===== config.mk =====
export PLATFORM = sky130hd
export DESIGN_NAME = line_input_editor
export DESIGN_NICKNAME = d
export VERILOG_FILES = /design/src/lie_pkg.sv /design/src/line_input_editor.sv
export SDC_FILE = /design/constraint.sdc
export NUM_CORES = 1
export LEC_CHECK = 0
export ABC_AREA = 0
export BUFFER_PORTS_ARGS = -buffer_cell sky130_fd_sc_hd__clkbuf_2
export CORE_UTILIZATION = 62
export CTS_CLUSTER_DIAMETER = 120
export DETAILED_ROUTE_END_ITERATION = 10
export GPL_ROUTABILITY_DRIVEN = 0
export PLACE_DENSITY = 0.8
export SLEW_MARGIN = 20
export SYNTH_ARGS = -nofsm -noshare
export SYNTH_HDL_FRONTEND = slang
export SYNTH_SLANG_ARGS = --single-unit

===== constraint.sdc =====
create_clock -name clk -period 4.1 [get_ports clk]
set_input_delay 0.205 -clock clk [delete_from_list [all_inputs] [get_ports clk]]
set_output_delay 0.205 -clock clk [all_outputs]
set_load 0.02 [all_outputs]

===== src/lie_pkg.sv =====
// Package for the terminal line editor: key codes, echo characters,
// result kinds, register indexes and store sizes.
// Used by line_input_editor; depends on nothing.
package lie_pkg;

  // Line store size and the widths that follow from it.
  localparam int CAPACITY = 32;
  localparam int ADDR_W   = $clog2(CAPACITY);
  localparam int LEN_W    = 6;
  localparam int COUNT_W  = 8;
  localparam int BYTE_W   = 8;
  localparam int CFG_W    = 6;
  localparam int IDX_W    = 1;
  localparam int KIND_W   = 2;
  localparam int TDATA_W  = 16;

  // Received key codes.
  localparam logic [BYTE_W-1:0] KEY_ENTER  = 8'd13;
  localparam logic [BYTE_W-1:0] KEY_DELETE = 8'd127;

  // Echo characters.
  localparam logic [BYTE_W-1:0] CHAR_STAR  = 8'd42;
  localparam logic [BYTE_W-1:0] CHAR_BS    = 8'd8;
  localparam logic [BYTE_W-1:0] CHAR_SPACE = 8'd32;

  // Result kinds.
  localparam logic [KIND_W-1:0] KIND_ECHO = 2'd0;
  localparam logic [KIND_W-1:0] KIND_LINE = 2'd1;
  localparam logic [KIND_W-1:0] KIND_END  = 2'd2;

  // Configuration register indexes.
  localparam logic [IDX_W-1:0] REG_MAX_LENGTH = 1'b0;
  localparam logic [IDX_W-1:0] REG_MASK_ECHO  = 1'b1;

  // Saturation value of the typed count.
  localparam logic [COUNT_W-1:0] COUNT_MAX = 8'd255;

endpackage


===== src/line_input_editor.sv =====
// Terminal line editor with echo: edits received bytes into a line held
// in a synchronous memory and replays the line on Enter.
// Depends on lie_pkg.
//
// A plain byte is echoed in the cycle after it is accepted; one byte per
// cycle is sustained when the output side never stalls. Delete of a typed
// byte gives three echo words (backspace, space, backspace), Delete on an
// empty line none. Enter on an empty line gives only the end record; else
// each stored byte is read in S_READ and sent in S_SEND, then the end record.
// Reset clears the typed count and restores max_length to 32 and
// mask_echo to 0; the line store holds no reset value.
module line_input_editor (
  input  logic                         clk,
  input  logic                         rst,
  // Input stream. s_tdata: rx_byte[7:0].
  input  logic                         s_tvalid,
  output logic                         s_tready,
  input  logic [lie_pkg::BYTE_W-1:0]   s_tdata,
  // Output stream. m_tdata: out_byte[7:0], line_length[13:8],
  // overflow[14], zero[15]. m_tuser: kind[1:0].
  output logic                         m_tvalid,
  input  logic                         m_tready,
  output logic [lie_pkg::TDATA_W-1:0]  m_tdata,
  output logic [lie_pkg::KIND_W-1:0]   m_tuser,
  output logic                         m_tlast,
  // Configuration write port.
  input  logic                         cfg_we,
  input  logic [lie_pkg::IDX_W-1:0]    cfg_index,
  input  logic [lie_pkg::CFG_W-1:0]    cfg_data
);
  import lie_pkg::*;

  typedef enum logic [4:0] {
    S_IDLE = 5'b00001,
    S_DEL  = 5'b00010,
    S_READ = 5'b00100,
    S_SEND = 5'b01000,
    S_END  = 5'b10000
  } state_t;

  // Control and configuration registers.
  state_t             state, state_next;
  logic [COUNT_W-1:0] typed_count, typed_count_next;
  logic [LEN_W-1:0]   max_length;
  logic               mask_echo;
  logic               del_step, del_step_next;
  logic [ADDR_W-1:0]  rd_idx, rd_idx_next;
  logic [LEN_W-1:0]   line_len, line_len_next;
  logic               line_ovf, line_ovf_next;

  // Line store.
  logic [BYTE_W-1:0]  line_store [CAPACITY];
  logic [BYTE_W-1:0]  rd_data;
  logic               mem_we;

  // Output word register.
  logic               emit;
  logic [KIND_W-1:0]  emit_kind;
  logic [BYTE_W-1:0]  emit_byte;
  logic [LEN_W-1:0]   emit_len;
  logic               emit_ovf;
  logic               emit_last;
  logic [BYTE_W-1:0]  out_byte;
  logic [LEN_W-1:0]   out_len;
  logic               out_ovf;

  logic               out_free;
  logic               accept;
  logic [LEN_W-1:0]   lim;
  logic [LEN_W-1:0]   cur_len;
  logic               is_enter;
  logic               is_delete;
  logic               below_lim;

  assign out_free  = !m_tvalid || m_tready;
  assign s_tready  = (state == S_IDLE) && out_free;
  assign accept    = s_tvalid && s_tready;
  assign is_enter  = (s_tdata == KEY_ENTER);
  assign is_delete = (s_tdata == KEY_DELETE);

  // Effective limit is max_length clamped to the store capacity.
  assign lim = (max_length > LEN_W'(CAPACITY)) ? LEN_W'(CAPACITY) : max_length;
  assign below_lim = (typed_count < COUNT_W'(lim));
  assign cur_len   = below_lim ? typed_count[LEN_W-1:0] : lim;
  assign mem_we    = accept && !is_enter && !is_delete && below_lim;

  // Next-state and result selection.
  always_comb begin
    state_next       = state;
    typed_count_next = typed_count;
    del_step_next    = del_step;
    rd_idx_next      = rd_idx;
    line_len_next    = line_len;
    line_ovf_next    = line_ovf;
    emit      = 1'b0;
    emit_kind = KIND_ECHO;
    emit_byte = '0;
    emit_len  = '0;
    emit_ovf  = 1'b0;
    emit_last = 1'b0;
    case (state)
      S_IDLE: begin
        if (accept) begin
          if (is_enter) begin
            line_len_next    = cur_len;
            line_ovf_next    = (typed_count > COUNT_W'(lim));
            typed_count_next = '0;
            rd_idx_next      = '0;
            if (cur_len == '0) begin
              // Empty line: only the end record.
              emit      = 1'b1;
              emit_kind = KIND_END;
              emit_ovf  = (typed_count > COUNT_W'(lim));
              emit_last = 1'b1;
            end else begin
              state_next = S_READ;
            end
          end else if (is_delete) begin
            if (typed_count != '0) begin
              emit             = 1'b1;
              emit_byte        = CHAR_BS;
              typed_count_next = typed_count - 1'b1;
              del_step_next    = 1'b0;
              state_next       = S_DEL;
            end
          end else begin
            emit      = 1'b1;
            emit_byte = mask_echo ? CHAR_STAR : s_tdata;
            emit_last = 1'b1;
            if (typed_count != COUNT_MAX) begin
              typed_count_next = typed_count + 1'b1;
            end
          end
        end
      end
      S_DEL: begin
        // Space, then the closing backspace.
        if (out_free) begin
          emit = 1'b1;
          if (!del_step) begin
            emit_byte     = CHAR_SPACE;
            del_step_next = 1'b1;
          end else begin
            emit_byte  = CHAR_BS;
            emit_last  = 1'b1;
            state_next = S_IDLE;
          end
        end
      end
      S_READ: begin
        // Memory read issued this cycle; data is valid in S_SEND.
        state_next = S_SEND;
      end
      S_SEND: begin
        if (out_free) begin
          emit      = 1'b1;
          emit_kind = KIND_LINE;
          emit_byte = rd_data;
          rd_idx_next = rd_idx + 1'b1;
          if ({1'b0, rd_idx} + 1'b1 == line_len) begin
            state_next = S_END;
          end else begin
            state_next = S_READ;
          end
        end
      end
      S_END: begin
        if (out_free) begin
          emit       = 1'b1;
          emit_kind  = KIND_END;
          emit_len   = line_len;
          emit_ovf   = line_ovf;
          emit_last  = 1'b1;
          state_next = S_IDLE;
        end
      end
      default: begin
        state_next = S_IDLE;
      end
    endcase
  end

  // Control registers and configuration writes.
  always_ff @(posedge clk) begin
    if (rst) begin
      state       <= S_IDLE;
      typed_count <= '0;
      max_length  <= LEN_W'(CAPACITY);
      mask_echo   <= 1'b0;
      del_step    <= 1'b0;
      rd_idx      <= '0;
      m_tvalid    <= 1'b0;
    end else begin
      state       <= state_next;
      typed_count <= typed_count_next;
      del_step    <= del_step_next;
      rd_idx      <= rd_idx_next;
      if (emit) begin
        m_tvalid <= 1'b1;
      end else if (m_tready) begin
        m_tvalid <= 1'b0;
      end
      if (cfg_we) begin
        case (cfg_index)
          REG_MAX_LENGTH: max_length <= cfg_data;
          REG_MASK_ECHO:  mask_echo  <= cfg_data[0];
          default: ;
        endcase
      end
    end
  end

  // Payload registers.
  always_ff @(posedge clk) begin
    line_len <= line_len_next;
    line_ovf <= line_ovf_next;
    if (emit) begin
      m_tuser  <= emit_kind;
      out_byte <= emit_byte;
      out_len  <= emit_len;
      out_ovf  <= emit_ovf;
      m_tlast  <= emit_last;
    end
  end

  // Line store: one write port, one registered read port.
  always_ff @(posedge clk) begin
    if (mem_we) begin
      line_store[typed_count[ADDR_W-1:0]] <= s_tdata;
    end
    if (state == S_READ) begin
      rd_data <= line_store[rd_idx];
    end
  end

  assign m_tdata = {1'b0, out_ovf, out_len, out_byte};

endmodule


Word-level counts from Yosys, hierarchy flattened
Memories as Yosys holds them, arrays and structs flattened. A register that Yosys moved wholly into a read port is not among the register bits.
Index checks and enable logic that the tools add are counted.

storage, ports and cells
  bits in registers = 52
  output and inout bits = 21
  RAM bits = 256
  memories kept = 1
  input port bits = 20
  word-level logic and storage cells = 133

cells by class
  add/subtract/negate cells = 4
  bitwise gates (word level) = 1
  eq/ne operators = 22
  reductions and logical operators = 24
  mux-type cells = 64
  magnitude comparators = 3

memory list
  name        words  width  rd ports  clocked after memory_dff  wr ports  line                     text
  line_store  32     8      1         1                         1         line_input_editor.sv:52  logic [BYTE_W-1:0] line_store [CAPACITY];

operators by type and width
  kind                 count
  $mux 8               9
  $mux 5               13
  $mux 1               25
  $pmux 5 s5           1
  $mux 6               4
  $pmux 8 s3           1
  $ne 2x2->1 const B   8
  $pmux 5 s2           1
  $add 8x1->8 const B  1
  $eq 8x4->1 const B   1
  $eq 8x7->1 const B   1
  $gt 8x6->1           1
  $lt 8x6->1           1
  $mux 2               4
  $ne 8x8->1 const B   1
  $reduce_and 4->1     2
  $reduce_and 8->1     1
  $reduce_bool 8->1    1
  $sub 8x1->8 const B  1
  $add 5x1->6 const B  1
  $eq 6x6->1           1
  $gt 6x6->1 const B   1
  $logic_not 6->1      1
  $ne 3x2->1 const B   2
  22 further kinds     35

Logic depth before layout (Yosys ltp)
  word-level depth = 10
  mapped depth = 9
  gate-level depth less buffers = 9

Worst setup path before layout
OpenSTA, ideal clock, no wires.

  path kind = register to register
  start point = register max_length[5]
  end point = register m_tlast (enable)
  period minus slack after synthesis = 3,212 ps
  data arrival time = 2,723 ps
  data required time = 3,611 ps
  path slack = 888 ps
  cell stages (with the launch flop) = 10
  cell sequence = dfxtp_1 -> inv_1 -> nand2_1 -> ha_1 -> a21oi_1 -> o21ai_0 -> a221oi_1 -> mux2_2 -> o21ai_0 -> o21ai_0

on the way
  word-level cells in the longest chain between the ends = 9

ends and longest elaborated chain
  element                   line                      text
  start: declaration        line_input_editor.sv:44   logic [LEN_W-1:0] max_length;
  start signal: assignment  line_input_editor.sv:188  max_length <= LEN_W'(CAPACITY);
  start signal: assignment  line_input_editor.sv:205  REG_MAX_LENGTH: max_length <= cfg_data;
  $gt 6x6->1                line_input_editor.sv:82   assign lim = (max_length > LEN_W'(CAPACITY)) ? LEN_W'(CAPACITY) : max_length;
  $mux 6 *                  line_input_editor.sv:82
  $lt 8x6->1                line_input_editor.sv:83   assign below_lim = (typed_count < COUNT_W'(lim));
  $mux 6 *                  line_input_editor.sv:84   assign cur_len = below_lim ? typed_count[LEN_W-1:0] : lim;
  $logic_not 6->1 *         line_input_editor.sv:109  if (cur_len == '0) begin
  $mux 1 *                  line_input_editor.sv:109
  $mux 1 *                  line_input_editor.sv:104  if (is_enter) begin
  $mux 1 *                  line_input_editor.sv:103  if (accept) begin
  $pmux 1 s2 *              line_input_editor.sv:101  case (state)
  net emit                  line_input_editor.sv:57   logic emit;
  end signal: assignment    line_input_editor.sv:222  m_tlast <= emit_last;
  end: declaration          line_input_editor.sv:25   output logic m_tlast,

Mark *: on every way through the listed nets, which the timed path passes. The rest lies on a longest branch.
A chain may end at the register's enable or synchronous reset.

Worst setup path in the final report
  start point = register max_length[5]
  end point = memory line_store[16][2] (enable)

on the way
  word-level cells in the longest chain between the ends = 6

ends and longest elaborated chain
  element                         line                      text
  $gt 6x6->1                      line_input_editor.sv:82
  $mux 6 *                        line_input_editor.sv:82
  $lt 8x6->1 *                    line_input_editor.sv:83
  $logic_and 1x1->1 *             line_input_editor.sv:85   assign mem_we = accept && !is_enter && !is_delete && below_lim;
  $mux 1 *                        line_input_editor.sv:228  if (mem_we) begin
  $mux 1 (implied by the code) *  line_input_editor.sv:229  line_store[typed_count[ADDR_W-1:0]] <= s_tdata;
  end: declaration                line_input_editor.sv:52

Mark *: on every way between the ends. The rest lies on a longest branch, timed or not.

==> impl_metrics.json <==
{
  "yosys.cell_types.count": 58,
  "grt_pass1_wl_um": 44200,
  "reg2reg_slack_ns": 0.81,
  "use_met2_pct": 49.2,
  "firstDrtPassIters": 6,
  "synth_async_sr_flop_share_pct": 0,
  "synth_compound_area_share_pct": 3.75,
  "finalHoldViolCount": 0,
  "status": "complete, no violations",
  "drt_iter0_drc": 744,
  "yosys.area.top_type": "edfxtp_1",
  "clock_latency_ns": 0.55,
  "grt_use_met3_pct": 3.70,
  "cp_top_family": "simple AND/OR/NAND/NOR gates",
  "cts_buffers": 31,
  "endpoint_kind": "flop",
  "synth_warnings": 0,
  "maxCapViolCount": 0,
  "cts.sinks": 316,
  "grt_pass1_vias": 7398,
  "path_class": "flop to flop",
  "die_y_um": 147,
  "rsz0062_at_grt": "false",
  "holdPathStages": 3,
  "final_util_pct": 72.7,
  "wirelength_um": 29100,
  "synth.avg_cell_area_um2": 17.7,
  "portBuffers": 39,
  "busiest_layer": "met2",
  "r2r_cells": 10,
  "fmaxAchievable_ghz": 0.304,
  "max_slew_margin_pct": 30.9,
  "hold_buffers": 8,
  "report.final.slew_viol_count": 0,
  "fin_crit_ns": 3.29,
  "ant_nets": 0,
  "synth_edf_count": 289,
  "critPathBufInv": 2,
  "yosys-top-cells-count": "289 x edfxtp_1, 80 x mux4_2, 67 x nor2_1",
  "hold_class": "input port to flop",
  "fin_tns_setup_ns": 0,
  "start_util_pct": 63.8,
  "synth_fa_ha_area_share_pct": 1.40,
  "fill_cells": 1175,
  "synth_seq_area_share_pct": 70.7,
  "worst_slack_ns": 0.814,
  "antenna_found_initial": 0,
  "via_per_inst": 6.49,
  "crit_top_cell": "nand2_1",
  "ys_ff_latch": 316,
  "finClkSkew_ns": 0.0102,
  "die_w_um": 147,
  "muxShareOfSynthArea_pct": 15.2,
  "synth_xor_area_share_pct": 0.807,
  "met1_usage_pct": 37.4,
  "peakVddDrop_v": 0.000388,
  "vias": 7261,
  "row_count": 52,
  "post_cts_buffers": 0,
  "max_stage_delay_ns": 0.66,
  "wire_per_inst_um": 26.1,
  "cts.clk_slew.worst_paths_ns": 0.06,
  "crit_path_start_kind": "flop",
  "synthSimpleGateAreaFrac_pct": 6.76,
  "core_area_um2": 20400,
  "root_buffer": "clkbuf_16",
  "cts_max_level": 1,
  "cts_tree": "yes",
  "synth.most_common_cell": "edfxtp_1",
  "place_hpwl_um": 18800,
  "setup_viol": 0,
  "crit_required_ns": 4.27,
  "path_depth": 10,
  "path_cells": "inv_1, nand2_1, ha_1, a21oi_1, o21ai_0, a221oi_1, buf_4, nor3b_2, nand2_1, nor2_1",
  "synth_area_um2": 13000,
  "fin_area_um2": 14900,
  "yosys.area.top_type_share_pct": 66.6,
  "place_area_um2": 13800,
  "layout-drive-gt1-share_pct": 27.5,
  "nNetsFinal": 857,
  "synth_flop_cell": "edfxtp_1",
  "synth_top_family_by_area": "multiplexers",
  "syn_to_final_growth_pct": 14.0,
  "power_density_nw_per_um2": 445,
  "worst_slew_pin_slew_ns": 1.03,
  "fin_crit_sh_pct": 80.1,
  "synth_nets": 772,
  "leakage_nw": 4.85,
  "cts.path.max_buffers": 3,
  "pin_count": 41,
  "slowest_stage": "nor2_1",
  "route.detailed.drc": 0,
  "dieArea_um2": 21600,
  "post_cts_resized": 0,
  "crit_fanout": 14,
  "dp_slack_ns": 0.878,
  "ys_top_cells_by_area": "edfxtp_1 67%, mux4_2 14%, dfxtp_1 4.1%",
  "syn_inst": 738,
  "grt_max_degree": 37,
  "grt.overflow.total": 0,
  "arrival_ns": 3.46,
  "grt_util_all_layers_pct": 28.2
}
## final timing paths
kind / from / endpoint
hold reg to reg: state[4] / state[4]
setup reg to reg: max_length[5] / line_store[16][2]
setup / recovery: max_length[5] / line_store[16][2]
hold / removal: s_tvalid / rd_idx[1]
## tightest hold or removal path: cells and delay by family
family                 cells  cell delay (ns)
AO/OA/AOI/OAI              2             0.27
buffers and inverters      1             0.10
## where the power goes
part / total [mW] / internal [mW] / switching [mW]
logic: 0.250 / 0.0817 / 0.169
registers: 3.57 / 3.55 / 0.0187
clock network: 2.79 / 1.63 / 1.16
## cells in the final DEF (no fill, tap or decap), drive strengths merged, types with 12 or more instances in the layout
master,instances
edfxtp,289
mux4,80
clkbuf,79
nor2,67
buf,44
nand2,37
a21oi,27
dfxtp,27
nand3,18
o21ai,18
ha,13
clkinv,12
## registers in the layout, summed over array words and instances (netlist names), 2 cells and up
| register | count |
|---|---|
| out_byte | 8 |
| typed_count | 8 |
| line_store | 256 |
| out_len | 6 |
| m_tuser | 2 |
| state | 5 |
| rd_data | 8 |
| line_len | 6 |
| max_length | 6 |
| rd_idx | 5 |
## final cells by class
class                   count  area [um2]  share of cell area (%)
diodes                      1        2.50                  0.0168
clock buffers              40         840                    5.65
clock inverters            17         171                    1.15
inverters                   5        18.8                   0.126
multi-input cells         378        3640                    24.5
flip-flops and latches    316        9220                    62.1
well taps                 270         338                    2.27
repair buffers             91         631                    4.24
## metrics by stage
stage                     cells  total power, mW  hold slack [ns]
final                      1118             6.61           0.0790
after floorplan             738             3.76            0.304
after detailed placement   1052             3.88            0.452
after CTS                  1117             6.64           0.0403
after global routing       1117             6.78           0.0797
after global placement     1052             3.86            0.442
## logic make-up after synthesis
family | after synthesis
buffers and inverters | 44
muxes | 96
other | 1
AOI/OAI and AO/OA | 76
adders and majority gates | 14
and+or+nand+nor | 179
DFF | 316
xor gates and xnor gates | 12
## metal layers
layer | vias up | wire length, um
li1 | 3124 | -
met1 | 3645 | 10800
met2 | 428 | 15100
met3 | 64 | 2310
met4 | 0 | 919
met5 | - | 0
No activity file was read; power rests on OpenSTA's default activity.
